===== src/crc16fa_pkg.sv =====
// Shared constants, types and the CRC-16/MODBUS byte fold for the frame appender.
// No dependencies; every other file of the block refers to it by scoped names.
`default_nettype none

package crc16fa_pkg;

  localparam int unsigned ByteW      = 8;
  localparam int unsigned CrcW       = 16;
  localparam int unsigned CountW     = 6;
  localparam int unsigned PayloadDef = 8;

  localparam logic [CrcW-1:0] CrcInit = 16'hFFFF;
  localparam logic [CrcW-1:0] CrcPoly = 16'hA001;

  // Per-transaction report from the CRC tracker to the output stage.
  typedef struct packed {
    logic            close;
    logic [CrcW-1:0] crc;
  } crc_event_t;

  // Fold one byte into the reflected CRC, least significant bit first.
  function automatic logic [CrcW-1:0] crc_fold_byte(input logic [CrcW-1:0] crc_in,
                                                     input logic [ByteW-1:0] b);
    logic [CrcW-1:0] c;
    c = crc_in ^ {{(CrcW-ByteW){1'b0}}, b};
    for (int k = 0; k < ByteW; k++) begin
      if (c[0]) begin
        c = (c >> 1) ^ CrcPoly;
      end else begin
        c = c >> 1;
      end
    end
    return c;
  endfunction

endpackage

`default_nettype wire


===== src/crc16fa_if.sv =====
// Handshake interfaces for the payload input and the transmit output channels.
// Depends on crc16fa_pkg for the byte width.
`default_nettype none

interface crc16fa_in_if;
  logic                            valid;
  logic                            ready;
  logic [crc16fa_pkg::ByteW-1:0]   data_byte;

  modport source (output valid, output data_byte, input ready);
  modport sink   (input valid, input data_byte, output ready);
endinterface

interface crc16fa_out_if;
  logic                            valid;
  logic                            ready;
  logic [crc16fa_pkg::ByteW-1:0]   out_byte;
  logic                            frame_end;

  modport source (output valid, output out_byte, output frame_end, input ready);
  modport sink   (input valid, input out_byte, input frame_end, output ready);
endinterface

`default_nettype wire


===== src/crc16_frame_appender.sv =====
// Top level of the CRC-16/MODBUS frame appender: payload pass-through plus CRC tail.
// Depends on crc16fa_pkg, crc16fa_if, crc16fa_crc_track and crc16fa_out_stage.
//
//   Channel   Direction  Payload fields          Meaning
//   payload   in         data_byte[7:0]          one payload byte of the frame
//   tx        out        out_byte[7:0],          payload byte, then CRC low, then
//                        frame_end               CRC high with frame_end set
//
// The CRC fold of a payload byte is a shallow XOR network between the CRC
// register and the output register, so one transaction per cycle is accepted
// while the output side keeps taking bytes and no CRC bytes are queued.
// The last payload byte of a frame queues two CRC bytes; the input is held off
// until the CRC high byte is in the output register.
// Reset (rst, synchronous) empties the output register, clears the CRC tail,
// sets the CRC to 0xFFFF and the byte count to zero. There is no clearing pass.
// A stall on tx holds the output register and, through ready, stops the input.
`default_nettype none

module crc16_frame_appender #(
  parameter int unsigned PAYLOAD_BYTES = crc16fa_pkg::PayloadDef
) (
  input  wire logic     clk,
  input  wire logic     rst,
  crc16fa_in_if.sink    payload,
  crc16fa_out_if.source tx
);

  crc16fa_pkg::crc_event_t ev;
  logic                    accept_ok;
  logic                    take;

  // A payload transaction completes when the output stage has room for it.
  assign payload.ready = accept_ok;
  assign take          = payload.valid && accept_ok;

  // The tracker folds the incoming byte and tells whether it closes the frame.
  crc16fa_crc_track #(
    .PAYLOAD_BYTES (PAYLOAD_BYTES)
  ) u_crc_track (
    .clk       (clk),
    .rst       (rst),
    .take      (take),
    .data_byte (payload.data_byte),
    .ev        (ev)
  );

  // The output stage registers the byte and appends the CRC after a frame.
  crc16fa_out_stage u_out_stage (
    .clk       (clk),
    .rst       (rst),
    .take      (take),
    .data_byte (payload.data_byte),
    .ev        (ev),
    .tx_ready  (tx.ready),
    .tx_valid  (tx.valid),
    .out_byte  (tx.out_byte),
    .frame_end (tx.frame_end),
    .accept_ok (accept_ok)
  );

  // A byte that closes a frame shows up next cycle with the CRC queued behind it.
  a_close_blocks_input: assert property (@(posedge clk) disable iff (rst)
    (take && ev.close) |=> (tx.valid && !tx.frame_end && !payload.ready))
    else $error("closing byte did not hold off the input");

  // A byte that does not close a frame appears unchanged in the next cycle.
  a_pass_through: assert property (@(posedge clk) disable iff (rst)
    (take && !ev.close) |=> (tx.valid && !tx.frame_end &&
                             tx.out_byte == $past(payload.data_byte)))
    else $error("payload byte not passed to the output register");

  // Reset leaves the output side empty.
  a_reset_empty: assert property (@(posedge clk)
    rst |=> !tx.valid)
    else $error("output valid after reset");

endmodule

`default_nettype wire


===== src/crc16fa_crc_track.sv =====
// Running CRC and payload byte count of the current frame.
// Depends on crc16fa_pkg for the CRC fold and the event struct.
`default_nettype none

module crc16fa_crc_track #(
  parameter int unsigned PAYLOAD_BYTES = crc16fa_pkg::PayloadDef
) (
  input  wire logic                          clk,
  input  wire logic                          rst,
  input  wire logic                          take,
  input  wire logic [crc16fa_pkg::ByteW-1:0] data_byte,
  output crc16fa_pkg::crc_event_t            ev
);

  logic [crc16fa_pkg::CrcW-1:0]   crc_acc;
  logic [crc16fa_pkg::CountW-1:0] byte_count;
  logic [crc16fa_pkg::CountW-1:0] count_next;

  localparam logic [crc16fa_pkg::CountW-1:0] LastCount =
    crc16fa_pkg::CountW'(PAYLOAD_BYTES);

  always_comb begin
    count_next = byte_count + 1'b1;
    ev.crc     = crc16fa_pkg::crc_fold_byte(crc_acc, data_byte);
    ev.close   = (count_next >= LastCount) || (count_next == '0);
  end

  always_ff @(posedge clk) begin
    if (rst) begin
      crc_acc    <= crc16fa_pkg::CrcInit;
      byte_count <= '0;
    end else if (take) begin
      if (ev.close) begin
        crc_acc    <= crc16fa_pkg::CrcInit;
        byte_count <= '0;
      end else begin
        crc_acc    <= ev.crc;
        byte_count <= count_next;
      end
    end
  end

endmodule

`default_nettype wire


===== src/crc16fa_out_stage.sv =====
// Output register with a two-entry tail that sends the CRC low and high bytes.
// Depends on crc16fa_pkg for widths and the event struct.
`default_nettype none

module crc16fa_out_stage (
  input  wire logic                          clk,
  input  wire logic                          rst,
  input  wire logic                          take,
  input  wire logic [crc16fa_pkg::ByteW-1:0] data_byte,
  input  wire crc16fa_pkg::crc_event_t       ev,
  input  wire logic                          tx_ready,
  output logic                               tx_valid,
  output logic [crc16fa_pkg::ByteW-1:0]      out_byte,
  output logic                               frame_end,
  output logic                               accept_ok
);

  typedef enum logic [1:0] {
    PEND_NONE,
    PEND_LOW,
    PEND_HIGH
  } pend_t;

  pend_t                        pend;
  logic [crc16fa_pkg::CrcW-1:0] crc_hold;

  // A new byte may enter when no CRC bytes are queued and the output slot frees.
  assign accept_ok = (pend == PEND_NONE) && (!tx_valid || tx_ready);

  always_ff @(posedge clk) begin
    if (rst) begin
      tx_valid <= 1'b0;
      pend     <= PEND_NONE;
    end else if (take) begin
      tx_valid  <= 1'b1;
      out_byte  <= data_byte;
      frame_end <= 1'b0;
      if (ev.close) begin
        crc_hold <= ev.crc;
        pend     <= PEND_LOW;
      end
    end else if (tx_valid && tx_ready) begin
      unique case (pend)
        PEND_NONE: begin
          tx_valid <= 1'b0;
        end
        PEND_LOW: begin
          out_byte  <= crc_hold[crc16fa_pkg::ByteW-1:0];
          frame_end <= 1'b0;
          pend      <= PEND_HIGH;
        end
        PEND_HIGH: begin
          out_byte  <= crc_hold[crc16fa_pkg::CrcW-1:crc16fa_pkg::ByteW];
          frame_end <= 1'b1;
          pend      <= PEND_NONE;
        end
        default: begin
          pend <= PEND_NONE;
        end
      endcase
    end
  end

endmodule

`default_nettype wire


===== src/flat_wrapper.sv =====
// flat-port wrapper written by rule: the top's interface ports become plain ports
module crc16_frame_appender_flat 
#(
  parameter int unsigned PAYLOAD_BYTES = crc16fa_pkg::PayloadDef
)
  (clk, rst, payload_valid, payload_data_byte, payload_ready, tx_valid, tx_out_byte, tx_frame_end, tx_ready);
  crc16fa_in_if payload_i ();
  crc16fa_out_if tx_i ();
  input  wire logic clk;
  input  wire logic rst;
  input wire logic [$bits(payload_i.valid)-1:0] payload_valid;
  input wire logic [$bits(payload_i.data_byte)-1:0] payload_data_byte;
  output wire logic [$bits(payload_i.ready)-1:0] payload_ready;
  output wire logic [$bits(tx_i.valid)-1:0] tx_valid;
  output wire logic [$bits(tx_i.out_byte)-1:0] tx_out_byte;
  output wire logic [$bits(tx_i.frame_end)-1:0] tx_frame_end;
  input wire logic [$bits(tx_i.ready)-1:0] tx_ready;
  assign payload_i.valid = payload_valid;
  assign payload_i.data_byte = payload_data_byte;
  assign payload_ready = payload_i.ready;
  assign tx_valid = tx_i.valid;
  assign tx_out_byte = tx_i.out_byte;
  assign tx_frame_end = tx_i.frame_end;
  assign tx_i.ready = tx_ready;
  crc16_frame_appender #(.PAYLOAD_BYTES(PAYLOAD_BYTES)) u_core (.clk(clk), .rst(rst), .payload(payload_i), .tx(tx_i));
endmodule

===== config.mk =====
export PLATFORM = sky130hd
export DESIGN_NAME = crc16_frame_appender_flat
export DESIGN_NICKNAME = d
export VERILOG_FILES = /design/src/crc16fa_pkg.sv /design/src/crc16fa_if.sv /design/src/crc16_frame_appender.sv /design/src/crc16fa_crc_track.sv /design/src/crc16fa_out_stage.sv /design/src/flat_wrapper.sv
export SDC_FILE = /design/constraint.sdc
export NUM_CORES = 1
export LEC_CHECK = 0
export BUFFER_PORTS_ARGS = -buffer_cell sky130_fd_sc_hd__buf_2
export CAP_MARGIN = 20
export CELL_PAD_IN_SITES_DETAIL_PLACEMENT = 0
export CELL_PAD_IN_SITES_GLOBAL_PLACEMENT = 1
export CORE_ASPECT_RATIO = 0.8
export CORE_MARGIN = 8
export CORE_UTILIZATION = 42
export CTS_CLUSTER_SIZE = 20
export DETAILED_ROUTE_END_ITERATION = 10
export GPL_TIMING_DRIVEN = 0
export PLACE_DENSITY = 0.82
export SLEW_MARGIN = 15
export SYNTH_ARGS = -nofsm -noshare
export SYNTH_HDL_FRONTEND = slang
export SYNTH_SLANG_ARGS = --single-unit

===== constraint.sdc =====
create_clock -name clk -period 2.7 [get_ports clk]
set_input_delay 0.54 -clock clk [delete_from_list [all_inputs] [get_ports clk]]
set_output_delay 0.54 -clock clk [all_outputs]
set_load 0.03 [all_outputs]

# Word-level counts from Yosys, hierarchy flattened
# Cells that the tools add are included.
dict set report totals {
  ff_bits 50
  input_bits 12
  out_inout_bits 11
  elab_cells 60
}
dict set report op_classes {
  add_sub_neg 1
  n_lt_le_gt_ge 1
  n_eq_ne 4
  muxes 22
  n_bitwise 10
  n_reduce_logical 15
}
# cell n
set ops {}
lappend ops {{16-bit 2-to-1 mux} 9}
lappend ops {{2-bit NOT with 3-bit output} 8}
lappend ops {{8-bit 2-to-1 mux} 2}
lappend ops {{8-bit one-hot mux with 2 select lines} 1}
lappend ops {{16-bit by 8-bit bitwise XOR with 16-bit output} 1}
lappend ops {{3-bit AND reduction} 3}
lappend ops {{6-bit by 1-bit adder with 6-bit output (second input constant)} 1}
lappend ops {{6-bit by 4-bit >= comparator with 1-bit output (second input constant)} 1}
lappend ops {{6-bit logical NOT} 1}
lappend ops {{2-bit 2-to-1 mux} 3}
lappend ops {{6-bit 2-to-1 mux} 1}
lappend ops {{1-bit 2-to-1 mux} 4}
lappend ops {{2-bit by 1-bit inequality test with 1-bit output (second input constant)} 2}
lappend ops {{2-bit one-hot mux with 2 select lines} 1}
lappend ops {{2-bit nonzero test} 2}
lappend ops {{1-bit logical AND} 3}
lappend ops {{3-bit nonzero test} 1}
lappend ops {{2-bit by 1-bit == test with 1-bit output (second input constant)} 1}
lappend ops {{2-bit == test (second input constant)} 1}
lappend ops {{2-bit logical NOT} 1}
lappend ops {{1-bit logical OR} 2}
lappend ops {{1-bit one-hot mux with 2 select lines} 1}
lappend ops {{2-bit AND reduction} 1}
lappend ops {{1-bit logical NOT} 1}
lappend ops {{1-bit NOT} 1}

# Depth between registers and ports, before layout
# Gate-level depths: netlist (run 1).
dict set report logic_depth {
  word_depth 18
  depth_mapped 8
  ltp_nobuf 6
}

# Modules after synthesis
# A second synthesis (run 1) with hierarchy kept.
dict set report unflattened {
  hier_cells 184
  area_unflattened_um2 2352.3
}
# module instances cells_each area_per_inst_um2 seq_area_each_um2
set by_module_without_submodules {}
lappend by_module_without_submodules {crc16fa_out_stage 1 86 1260.0 810.8}
lappend by_module_without_submodules {crc16fa_crc_track 1 97 1086.0 440.4}
lappend by_module_without_submodules {crc16_frame_appender 1 1 6.3 0.0}

# Worst setup path before layout (run 1)
# No wires, ideal clock.
dict set report synth_timing {
  path_type {in2reg}
  startpoint {in tx_ready}
  endpoint {reg u_core.u_out_stage.crc_hold[0] (netlist bit), enable pin}
  setup_ns 0.388
  arrival_ns 2.132
  t_required_ns 2.312
  slack_ns 0.180
  stages 6
  cell_sequence {nand2b_1 and3_1 clkbuf_1 clkbuf_1 nand2_1 nor2_1}
}
dict set report synth_between {
  elab_chain_len 4
}
# item line_no
set synth_lines {}
lappend synth_lines {{start, declared} flat_wrapper.sv:17} ;# input wire logic [$bits(tx_i.ready)-1:0] tx_ready;
lappend synth_lines {{1-bit logical OR} crc16fa_out_stage.sv:28} ;# assign accept_ok = (pend == PEND_NONE) && (!tx_valid || tx_ready);
lappend synth_lines {{1-bit logical AND} crc16fa_out_stage.sv:28}
lappend synth_lines {{1-bit logical AND} crc16_frame_appender.sv:34} ;# assign take = payload.valid && accept_ok;
lappend synth_lines {{3-bit AND reduction (no line)} n/a}
lappend synth_lines {{end signal, assigned} crc16fa_out_stage.sv:39} ;# crc_hold <= ev.crc;
lappend synth_lines {{end, declared} crc16fa_out_stage.sv:25} ;# logic [crc16fa_pkg::CrcW-1:0] crc_hold;
# No other way between the ends.
# A chain may end at the register's enable or synchronous reset.

# Final worst setup path (run 1)
dict set report layout_timing {
  startpoint {reg u_core.u_out_stage.pend[0]}
  endpoint {reg u_core.u_out_stage.out_byte[6] (netlist bit) (data pin)}
}
dict set report layout_between {
  elab_chain_len 4
  word_cells_on_any_way 8
  cone_classes {eq/ne (2); mux (3); reduce/logical (3)}
}
# item line_no
set layout_lines {}
lappend layout_lines {{start, declared} crc16fa_out_stage.sv:24} ;# pend_t pend;
lappend layout_lines {{start signal, assigned} crc16fa_out_stage.sv:33} ;# pend <= PEND_NONE;
lappend layout_lines {{start signal, assigned} crc16fa_out_stage.sv:40} ;# pend <= PEND_LOW;
lappend layout_lines {{start signal, assigned} crc16fa_out_stage.sv:50} ;# pend <= PEND_HIGH;
lappend layout_lines {{2-bit == test (tied with other cells)} crc16fa_out_stage.sv:43} ;# unique case (pend)
lappend layout_lines {{8-bit one-hot mux with 2 select lines or 1-bit logical AND (tied branches)} {crc16fa_out_stage.sv:43, crc16fa_out_stage.sv:28}}
lappend layout_lines {{8-bit 2-to-1 mux or 1-bit logical AND (tied branches)} {crc16fa_out_stage.sv:42, crc16_frame_appender.sv:34}}
lappend layout_lines {{8-bit 2-to-1 mux (*)} crc16fa_out_stage.sv:34} ;# end else if (take) begin
lappend layout_lines {{end signal, assigned} crc16fa_out_stage.sv:36} ;# out_byte <= data_byte;
lappend layout_lines {{end signal, assigned} crc16fa_out_stage.sv:48} ;# out_byte <= crc_hold[crc16fa_pkg::ByteW-1:0];
lappend layout_lines {{end signal, assigned} crc16fa_out_stage.sv:53} ;# out_byte <= crc_hold[crc16fa_pkg::CrcW-1:crc16fa_pkg::ByteW];
lappend layout_lines {{end, declared} crc16fa_out_stage.sv:13} ;# output logic [crc16fa_pkg::ByteW-1:0] out_byte,
# Mark *: on every way between the ends. The rest lies on a longest branch, timed or not. The select of a mux whose other input is x is not followed.

==> flow_metrics.py, run 1 <==
metrics = {
    "global_route": {
        "overflow": 0,
        "antenna_found_initial": 0,
        "grt_usage_pct": 11.5,
        "grt_pass1_wl_mm": 7.07,
        "grt_max_degree": 17,
        "grt_pass1_vias": 1445,
    },
    "setup_path": {
        "end_kind": "register",
        "cp-startpoint": "u_core.u_out_stage.pend[0]$_SDFFE_PP0P_",
        "critical_path.max_fanout": 10,
        "r2r_end": "u_core.u_out_stage.out_byte[6]$_DFFE_PP_",
        "critPathMaxStageDelay_ns": 0.45,
        "slowest_stage": "buf_1",
        "cp.required_ns": 2.73,
        "arrival_ns": 2.53,
        "r2r_setup_slack_ns": 0.20,
        "crit_type": "register to register",
        "crit_end": "u_core.u_out_stage.out_byte[6]$_DFFE_PP_",
        "worstPathCellList": "inv_1 -> ha_1 -> and3_1 -> clkbuf_1 -> clkbuf_2 -> buf_1 -> o21ai_0",
        "reg2regPathDepth": 7,
        "startpoint_type": "register",
        "timing.rr.start": "u_core.u_out_stage.pend[0]$_SDFFE_PP0P_",
    },
    "floorplan": {
        "dieArea_um2": 7850,
        "start_util_pct": 43.9,
        "row_count": 23,
        "die_w_um": 97.1,
        "core_area_um2": 5040,
        "ioPinCount": 23,
        "die_y_um": 80.9,
    },
    "timing": {
        "fin_tns_setup_ns": 0,
        "fin_crit_ns": 2.50,
        "setup_viol": 0,
        "rsz0062_at_grt": "no",
        "fmax_mhz": 400,
        "hold_viol": 0,
        "clock_skew_ns": 0.00805,
        "tightest_slew_ns": 1.02,
        "relSlewSlack_pct": 32.2,
        "finalCritPeriodShare_pct": 92.5,
        "maxSlewViolCount": 0,
    },
    "min_path": {
        "holdCritPathClass": "register to register",
    },
    "clock_tree": {
        "clkTransAtPathRegs_ns": 0.09,
        "cts_buffers": 5,
        "cts_root_buf": "clkbuf_8",
        "htreeDepth": 2,
        "clockBufferDepth": 2,
        "clock-sinks": 50,
        "cts_tree": "built",
        "clk_latency_ns": 0.30,
    },
    "power": {
        "power.density_nw_per_um2": 738,
        "peakVddDrop_uv": 355,
        "leakagePower_nw": 0.926,
    },
    "synthesis": {
        "yosysTopAreaCell": "edfxtp_1",
        "syn_inst": 192,
        "yosysWarnings": 0,
        "synth_area_per_cell_um2": 11.5,
        "synthFlopType": "edfxtp_1",
        "synthDominantCellAreaShare_pct": 34.0,
        "async_reset_ff_share_pct": 0,
        "ys_types": 36,
        "synth_edf_count": 25,
        "synth_area_leaders": "edfxtp_1 34%, dfxtp_1 23%, xnor2_1 5.9%",
        "ys_ff_latch": 50,
        "synth_common_cells": "25 x dfxtp_1, 25 x edfxtp_1, 17 x nor2_1",
        "synth_area_um2": 2210,
        "syn_nets": 210,
        "seq_area_frac_synth_pct": 56.7,
    },
    "detailed_routing": {
        "viasPerCell": 5.11,
        "drtPass1Iterations": 4,
        "ant_nets": 0,
        "wl_per_cell_um": 15.2,
        "drcViolationCount": 0,
        "drtIter0Drc": 91,
        "drt-total-wl_mm": 4.33,
        "vias": 1455,
    },
    "place": {
        "portBuffers": 22,
        "gp_congestion": 0.747,
        "hpwl_mm": 3.03,
    },
    "cells_and_area": {
        "drive_above_1_share_pct": 16.1,
        "area_growth_pct": 13.5,
        "fin_util_pct": 49.8,
        "nets": 240,
        "antenna_cells": 0,
    },
    "run_status": {
        "outcome": "finished, final reports clean",
    },
    "flow_run": {
        "drv_cap": 0,
    },
}
## how the worst min path moves through the flow
stage                                                   from                                            end  slack (ns)  cells past startpoint
6_report       u_core.u_crc_track.byte_count[4]$_SDFFE_PP0P_  u_core.u_crc_track.byte_count[4]$_SDFFE_PP0P_        0.46                      2
5_1_grt          u_core.u_crc_track.crc_acc[13]$_SDFFE_PP1P_       u_core.u_out_stage.crc_hold[5]$_DFFE_PP_        0.48                      0
4_1_cts        u_core.u_crc_track.byte_count[4]$_SDFFE_PP0P_  u_core.u_crc_track.byte_count[4]$_SDFFE_PP0P_        0.46                      2
3_5_place_dp     u_core.u_crc_track.crc_acc[13]$_SDFFE_PP1P_       u_core.u_out_stage.crc_hold[5]$_DFFE_PP_        0.45                      0
3_3_place_gp     u_core.u_crc_track.crc_acc[13]$_SDFFE_PP1P_       u_core.u_out_stage.crc_hold[5]$_DFFE_PP_        0.44                      0
2_1_floorplan  u_core.u_crc_track.byte_count[4]$_SDFFE_PP0P_  u_core.u_crc_track.byte_count[4]$_SDFFE_PP0P_        0.43                      2
## what timing repair did
action                                 4_1_cts  5_1_grt
pin swaps                                    0        1
hold buffers                                 0        0
gates resized for setup                      1        1
setup buffers                                0        1
endpoints found under the hold margin        0        0
setup endpoints to repair                   16       22
## worst max-delay path: cells and delay by family (launching register included)
kind | cells | cell delay (ns)
and+or+nand+nor | 1 | 0.16
DFF | 1 | 0.34
buffers and inverters | 4 | 1.34
adders and majority gates | 1 | 0.22
AOI/OAI and AO/OA | 1 | 0.16
## through the flow
stage	total power, mW	hold WS [ns]	area [um2]	cells	setup slack [ns]
floorplan	1.35	0.425	2210	192	0.180
global placement	1.45	0.444	2400	276	-0.677
finish	1.85	0.461	2510	285	0.201
detailed placement	1.45	0.449	2400	276	-0.354
global route	1.94	0.477	2510	285	0.0429
CTS	1.86	0.463	2480	284	0.0186
## flip-flops by register name (all words and copies together), names as in the netlist
name	flops
u_core.u_crc_track.crc_acc	16
u_core.u_out_stage.tx_valid	1
u_core.u_crc_track.byte_count	6
u_core.u_out_stage.frame_end	1
u_core.u_out_stage.pend	2
u_core.u_out_stage.crc_hold	16
u_core.u_out_stage.out_byte	8
## routing by layer
layer / global-route usage (%) / routed length (um) / up-vias
met3: 4.41 / 180 / 5
met4: 3.68 / 51 / 0
li1: - / - / 738
met1: 13.4 / 2050 / 691
met5: 0 / 0 / -
met2: 19.3 / 2050 / 21
## layout make-up
type | count | area [um2]
Fill cell | 457 | 2530
Clock inverter | 2 | 8.76
Buffer | 9 | 35.0
Timing Repair Buffer | 23 | 130
Inverter | 7 | 26.3
Tap cell | 62 | 77.6
Clock buffer | 6 | 72.6
Sequential cell | 50 | 1250
Multi-Input combinational cell | 126 | 905
## placed cells by master, fill, tap and decap left out, types with 2 or more instances in the layout
cell,netlist,layout
ha_1,6,6
inv_1,7,7
dfxtp_1,25,25
nand4_1,2,2
buf_1,3,2
o22ai_1,9,9
edfxtp_1,25,25
xnor2_1,15,15
nor2_1,17,16
xor2_1,4,4
nand3_1,2,2
mux2_2,2,2
nand2_1,13,13
clkbuf_8,0,5
o21ai_0,11,11
mux2i_1,8,8
a21oi_1,4,4
nand2b_1,10,10
o21bai_1,5,5
and3_1,2,2
clkbuf_1,6,7
buf_2,0,22
## power breakdown
group | switching [mW] | internal, mW | total [mW]
combinational | 0.249 | 0.248 | 0.498
sequential | 0.0383 | 0.901 | 0.940
clock | 0.234 | 0.179 | 0.413
total | 0.522 | 1.33 | 1.85
## logic make-up after synthesis
group | after synthesis | synth area share [%]
xor+xnor | 22 | 10.7
buf+inv | 16 | 2.72
simple gates | 51 | 11.0
fa+ha+maj | 6 | 3.40
mux | 10 | 4.65
compound gates | 37 | 10.9
flops | 50 | 56.7
No activity file was read; power rests on OpenSTA's default activity.
==> inputs of run 2 (changes only) <==
==> constraint.sdc (replaced) <==
create_clock -name clk -period 2.7 [get_ports clk]
set_input_delay 0 -clock clk [delete_from_list [all_inputs] [get_ports clk]]
set_output_delay 0 -clock clk [all_outputs]
set_load 0.03 [all_outputs]
==> run 2 against run 1 <==
Net effect:
- cell count grew 0.70%
- sequential cell count unchanged
- clock skew decreased by 0.0026 ns
- sequential share of layout area down 0.40 points
- setup slack improved by 0.016 ns
- via count is 1.4% higher
- total power rose by 0.34%
- hold slack worse by 0.46 ns
- combinational power about the same
- cell area rose by 0.80%
- critical path depth did not move
- sequential power about the same
- critical endpoint unchanged
- largest cell class unchanged
==> flow_metrics.py, run 2 (same netlist as run 1, synthesis figures left out) <==
metrics = {
    "run_status": {
        "outcome": "finished, final reports clean",
    },
    "global_route": {
        "grt_pass1_wl_mm": 7.07,
        "grt_pass1_vias": 1445,
        "antenna_found_initial": 0,
        "overflow": 0,
        "grt_usage_pct": 11.5,
        "grt_max_degree": 17,
    },
    "clock_tree": {
        "clkTransAtPathRegs_ns": 0.09,
        "cts_root_buf": "clkbuf_8",
        "clockBufferDepth": 2,
        "clock-sinks": 50,
        "htreeDepth": 2,
        "clk_latency_ns": 0.30,
        "cts_buffers": 5,
        "cts_tree": "built",
    },
    "timing": {
        "hold_ws_ns": 0.00258,
        "hold_viol": 0,
        "fmax_mhz": 403,
        "tightest_slew_ns": 1.02,
        "maxSlewViolCount": 0,
        "clock_skew_ns": 0.00545,
        "fin_crit_ns": 2.48,
        "setup_viol": 0,
        "rsz0062_at_grt": "no",
        "finalCritPeriodShare_pct": 92.0,
        "relSlewSlack_pct": 31.8,
        "fin_tns_setup_ns": 0,
    },
    "detailed_routing": {
        "drtPass1Iterations": 5,
        "wl_per_cell_um": 15.2,
        "ant_nets": 0,
        "drtIter0Drc": 95,
        "drt-total-wl_mm": 4.35,
        "drcViolationCount": 0,
        "vias": 1475,
        "viasPerCell": 5.14,
    },
    "setup_path": {
        "crit_type": "register to register",
        "critical_path.max_fanout": 10,
        "cp.required_ns": 2.74,
        "startpoint_type": "register",
        "end_kind": "register",
        "arrival_ns": 2.52,
    },
    "power": {
        "peakVddDrop_uv": 356,
        "clkPwrFrac_pct": 22.4,
        "power.density_nw_per_um2": 735,
        "comb_power_share_pct": 26.9,
        "leakagePower_nw": 0.935,
        "power_frac_seq_pct": 50.6,
        "intPower_mw": 1.33,
        "switchingPower_mw": 0.526,
        "swShare_pct": 28.3,
    },
    "min_path": {
        "holdCritPathClass": "primary input to register",
    },
    "flow_run": {
        "drv_cap": 0,
    },
    "cells_and_area": {
        "nets": 242,
        "area_growth_pct": 14.4,
        "drive_above_1_share_pct": 16.0,
        "antenna_cells": 0,
        "most-common-layout-cells": "25 x dfxtp_1, 25 x edfxtp_1, 22 x buf_2",
        "layout.cells.non_filler": 287,
        "reg_top3": "u_core.u_crc_track.crc_acc x16, u_core.u_out_stage.crc_hold x16, u_core.u_out_stage.out_byte x8",
    },
    "floorplan": {
        "dieArea_um2": 7850,
        "ioPinCount": 23,
        "row_count": 23,
        "start_util_pct": 43.9,
        "die_y_um": 80.9,
        "core_area_um2": 5040,
        "die_w_um": 97.1,
    },
    "place": {
        "dp_cells": 276,
        "hpwl_mm": 3.03,
        "portBuffers": 22,
        "gp_congestion": 0.747,
    },
}
-- run 2: cell types whose count changed in the layout (fill, tap and decap cells not counted) --
| cell | before | now |
|---|---|---|
| dlygate4sd3_1 | 0 | 2 |
-- run 2: power groups by stage --
| stage | clock [mW] | sequential [mW] | combinational [mW] |
|---|---|---|---|
| after detailed placement | 0 | 0.957 | 0.495 |
| after global routing | 0.453 | 0.945 | 0.544 |
| after CTS | 0.420 | 0.939 | 0.497 |
| after floorplan | 0 | 0.965 | 0.380 |
| after global placement | 0 | 0.955 | 0.491 |
| final | 0.417 | 0.940 | 0.500 |
-- run 2: routing by layer --
metal	part of all wire [%]	wire length (um)	vias up	track usage, %
li1	-	-	741	-
met1	48	2080	704	13.4
met2	46	2020	25	19.3
met3	4.5	194	5	4.41
met4	1.2	51	0	3.68
met5	0	0	-	0
-- run 2: what timing repair did --
| action | 4_1_cts | 5_1_grt |
|---|---|---|
| buffers inserted | 0 | 1 |
| hold buffers | 1 | 1 |
| resized for setup | 1 | 1 |
| pin swaps | 0 | 1 |
| setup endpoints to repair | 16 | 22 |
| hold endpoints to repair | 2 | 1 |
-- run 2: path summary, 6_finish.rpt --
check                                                start                                            end  slack, ns  cells past startpoint
max                u_core.u_out_stage.pend[0]$_SDFFE_PP0P_       u_core.u_out_stage.out_byte[6]$_DFFE_PP_       0.22                      7
min                                   payload_data_byte[5]       u_core.u_out_stage.out_byte[5]$_DFFE_PP_      0.003                      3
max reg2reg        u_core.u_out_stage.pend[0]$_SDFFE_PP0P_       u_core.u_out_stage.out_byte[6]$_DFFE_PP_       0.22                      7
min reg2reg  u_core.u_crc_track.byte_count[4]$_SDFFE_PP0P_  u_core.u_crc_track.byte_count[4]$_SDFFE_PP0P_       0.46                      2
-- run 2: through the flow --
step           power (mW)  setup slack (ns)  instance area, um2  util [%]
4_1_cts              1.86            0.0186                2490      49.5
2_1_floorplan        1.35             0.259                2210         -
3_3_place_gp         1.45            -0.490                2400      47.6
5_1_grt              1.94            0.0429                2530      50.2
6_report             1.86             0.217                2530      50.2
3_5_place_dp         1.45            -0.184                2400      47.6
-- run 2: layout make-up --
| cell class | count | area [um2] |
|---|---|---|
| Clock buffer | 6 | 72.6 |
| Buffer | 9 | 35.0 |
| Fill cell | 453 | 2510 |
| Clock inverter | 2 | 8.76 |
| Multi-Input combinational cell | 126 | 905 |
| Timing Repair Buffer | 25 | 150 |
| Tap cell | 62 | 77.6 |
| Inverter | 7 | 26.3 |
| Sequential cell | 50 | 1250 |
-- run 2: worst max-delay path, stage by stage, from the launching register on --
cell      delay [ns]
dfxtp_1         0.34
inv_1           0.11
ha_1            0.22
and3_1          0.16
clkbuf_1        0.41
clkbuf_2        0.36
buf_1           0.45
o21ai_0         0.16
==> inputs of run 3 (changes only) <==
- clock period: 2.7 -> 2.25 ns (I/O delays scaled with it)
==> run 3 against run 2 <==
Net effect:
- maximum frequency grew 15%
- die area unchanged
- core utilization increased by 2.1 points
- clock-buffer cell count rose by 1
- largest cell class unchanged
- highest routed layer unchanged
- critical endpoint is now u_core.u_crc_track.crc_acc[0]$_SDFFE_PP1P_
- routed wire length is 1.0% higher
- hold slack improved by 0.013 ns
- critical path depth decreased by 2
- setup slack got worse by 0.12 ns
- cell count rose by 1.0%
==> flow_metrics.py, run 3 (same netlist as run 1, synthesis figures left out) <==
metrics = {
    "cells_and_area": {
        "area_growth_pct": 19.2,
        "nets": 245,
        "layout.cells.non_filler": 290,
        "drive_above_1_share_pct": 22.8,
        "antenna_cells": 0,
        "most-common-layout-cells": "25 x dfxtp_1, 25 x edfxtp_1, 24 x buf_2",
        "reg_top3": "u_core.u_crc_track.crc_acc x16, u_core.u_out_stage.crc_hold x16, u_core.u_out_stage.out_byte x8",
    },
    "timing": {
        "setup_viol": 0,
        "setup_slack_ns": 0.0970,
        "maxSlewViolCount": 0,
        "fin_crit_ns": 2.15,
        "finalCritPeriodShare_pct": 95.7,
        "hold_viol": 0,
        "tightest_slew_ns": 0.696,
        "clock_skew_ns": 0.00734,
        "relSlewSlack_pct": 53.6,
        "fmax_mhz": 464,
        "rsz0062_at_grt": "yes",
    },
    "power": {
        "switchingPower_mw": 0.644,
        "swShare_pct": 28.1,
        "peakVddDrop_uv": 379,
        "clkPwrFrac_pct": 23.5,
        "p_total_mw": 2.30,
        "leakagePower_nw": 1.00,
        "power_frac_seq_pct": 49.4,
        "comb_power_share_pct": 27.1,
        "power.density_nw_per_um2": 872,
        "intPower_mw": 1.65,
    },
    "setup_path": {
        "critical_path.max_fanout": 4,
        "end_kind": "register",
        "r2r_setup_slack_ns": 0.1,
        "worstPathCellList": "xnor2_2 -> xor2_1 -> xnor3_2 -> xnor3_1 -> o32a_1",
        "startpoint_type": "register",
        "cp.required_ns": 2.45,
        "crit_type": "register to register",
        "arrival_ns": 2.35,
        "critPathMaxStageDelay_ns": 0.53,
        "slowest_stage": "xnor3_2",
    },
    "detailed_routing": {
        "wl_per_cell_um": 15.2,
        "viasPerCell": 5.13,
        "drt-total-wl_mm": 4.40,
        "ant_nets": 0,
        "drtPass1Iterations": 6,
        "drtIter0Drc": 67,
        "vias": 1489,
        "drcViolationCount": 0,
    },
    "place": {
        "portBuffers": 22,
        "dp_cells": 276,
        "hpwl_mm": 3.00,
        "gp_congestion": 0.779,
        "dpl_worst_slack_ns": -0.600,
    },
    "global_route": {
        "busiest_layer": "met2",
        "grt_usage_pct": 11.7,
        "overflow": 0,
        "use_met1_pct": 14.6,
        "grt_pass1_vias": 1450,
        "use_met2_pct": 19.0,
        "met3_usage_pct": 3.39,
        "grt_max_degree": 15,
        "grt_pass1_wl_mm": 7.36,
        "antenna_found_initial": 0,
    },
    "floorplan": {
        "row_count": 23,
        "core_area_um2": 5040,
        "die_y_um": 80.9,
        "dieArea_um2": 7850,
        "ioPinCount": 23,
        "die_w_um": 97.1,
        "start_util_pct": 43.9,
    },
    "clock_tree": {
        "cts_buffers": 5,
        "htreeDepth": 2,
        "cts_root_buf": "clkbuf_8",
        "clk_latency_ns": 0.31,
        "clock-sinks": 50,
        "clkTransAtPathRegs_ns": 0.09,
        "cts_tree": "built",
        "clockBufferDepth": 2,
    },
    "min_path": {
        "holdCritPathClass": "primary input to register",
    },
    "run_status": {
        "outcome": "finished, final reports clean",
    },
    "flow_run": {
        "drv_cap": 0,
    },
}
run 3: cell types whose count changed in the layout (fill, tap and decap cells not counted), sizes merged:
cell         previous run  this run
dlygate4sd3             2         3
clkinv                  2         1
clkbuf                 13        12
buf                    25        29
run 3: power by group through the flow:
stage | registers, mW | clock network [mW] | logic [mW]
after floorplan | 1.16 | 0 | 0.456
after global placement | 1.15 | 0 | 0.585
after detailed placement | 1.15 | 0 | 0.590
after CTS | 1.13 | 0.545 | 0.614
after global routing | 1.14 | 0.579 | 0.685
final | 1.13 | 0.540 | 0.622
run 3: critical path: cells and delay by family (launching register included):
kind | cells | cell delay [ns]
xor gates and xnor gates | 4 | 1.38
DFF | 1 | 0.34
AOI/OAI and AO/OA | 1 | 0.33
run 3: final timing paths:
kind	startpoint	endpoint	depth (start not counted)
worst min-delay path	payload_data_byte[7]	u_core.u_out_stage.out_byte[7]$_DFFE_PP_	3
worst max register to register	u_core.u_crc_track.crc_acc[5]$_SDFFE_PP1P_	u_core.u_crc_track.crc_acc[0]$_SDFFE_PP1P_	5
worst max-delay path	u_core.u_crc_track.crc_acc[5]$_SDFFE_PP1P_	u_core.u_crc_track.crc_acc[0]$_SDFFE_PP1P_	5
worst min register to register	u_core.u_crc_track.byte_count[4]$_SDFFE_PP0P_	u_core.u_crc_track.byte_count[4]$_SDFFE_PP0P_	2
run 3: through the flow:
step | TNS [ns] | hold slack [ns] | cell area [um2] | utilization (%)
2_1_floorplan | 0 | 0.101 | 2210 | -
3_3_place_gp | -12.46 | 0.282 | 2400 | 47.6
3_5_place_dp | -11.77 | 0.280 | 2400 | 47.6
4_1_cts | 0 | 0.000621 | 2570 | 51.1
5_1_grt | -0.0177 | 0.0273 | 2630 | 52.3
6_report | 0 | 0.0152 | 2630 | 52.3
run 3: cell type report:
cell class / instances / area (um2)
repair buffers: 29 / 183
clock buffers: 7 / 86.3
fillers: 448 / 2400
multi-input cells: 126 / 970
clock inverters: 1 / 5.00
well taps: 62 / 77.6
plain buffers: 8 / 33.8
inverters: 7 / 26.3
flip-flops and latches: 50 / 1250
run 3: per-layer routing:
metal	up-vias	routed length, um	share of wire (%)
met1	708	2110	48
met4	0	72	1.6
met2	28	2000	45
li1	746	-	-
met5	-	0	0
met3	7	217	4.9
run 3: timing repair:
| item | 4_1_cts | 5_1_grt |
|---|---|---|
| pin swaps | 1 | 4 |
| gates resized for setup | 6 | 8 |
| buffers inserted | 3 | 1 |
| setup endpoints to repair | 25 | 28 |
| endpoints found under the hold margin | 5 | 0 |
| hold buffers | 3 | 0 |
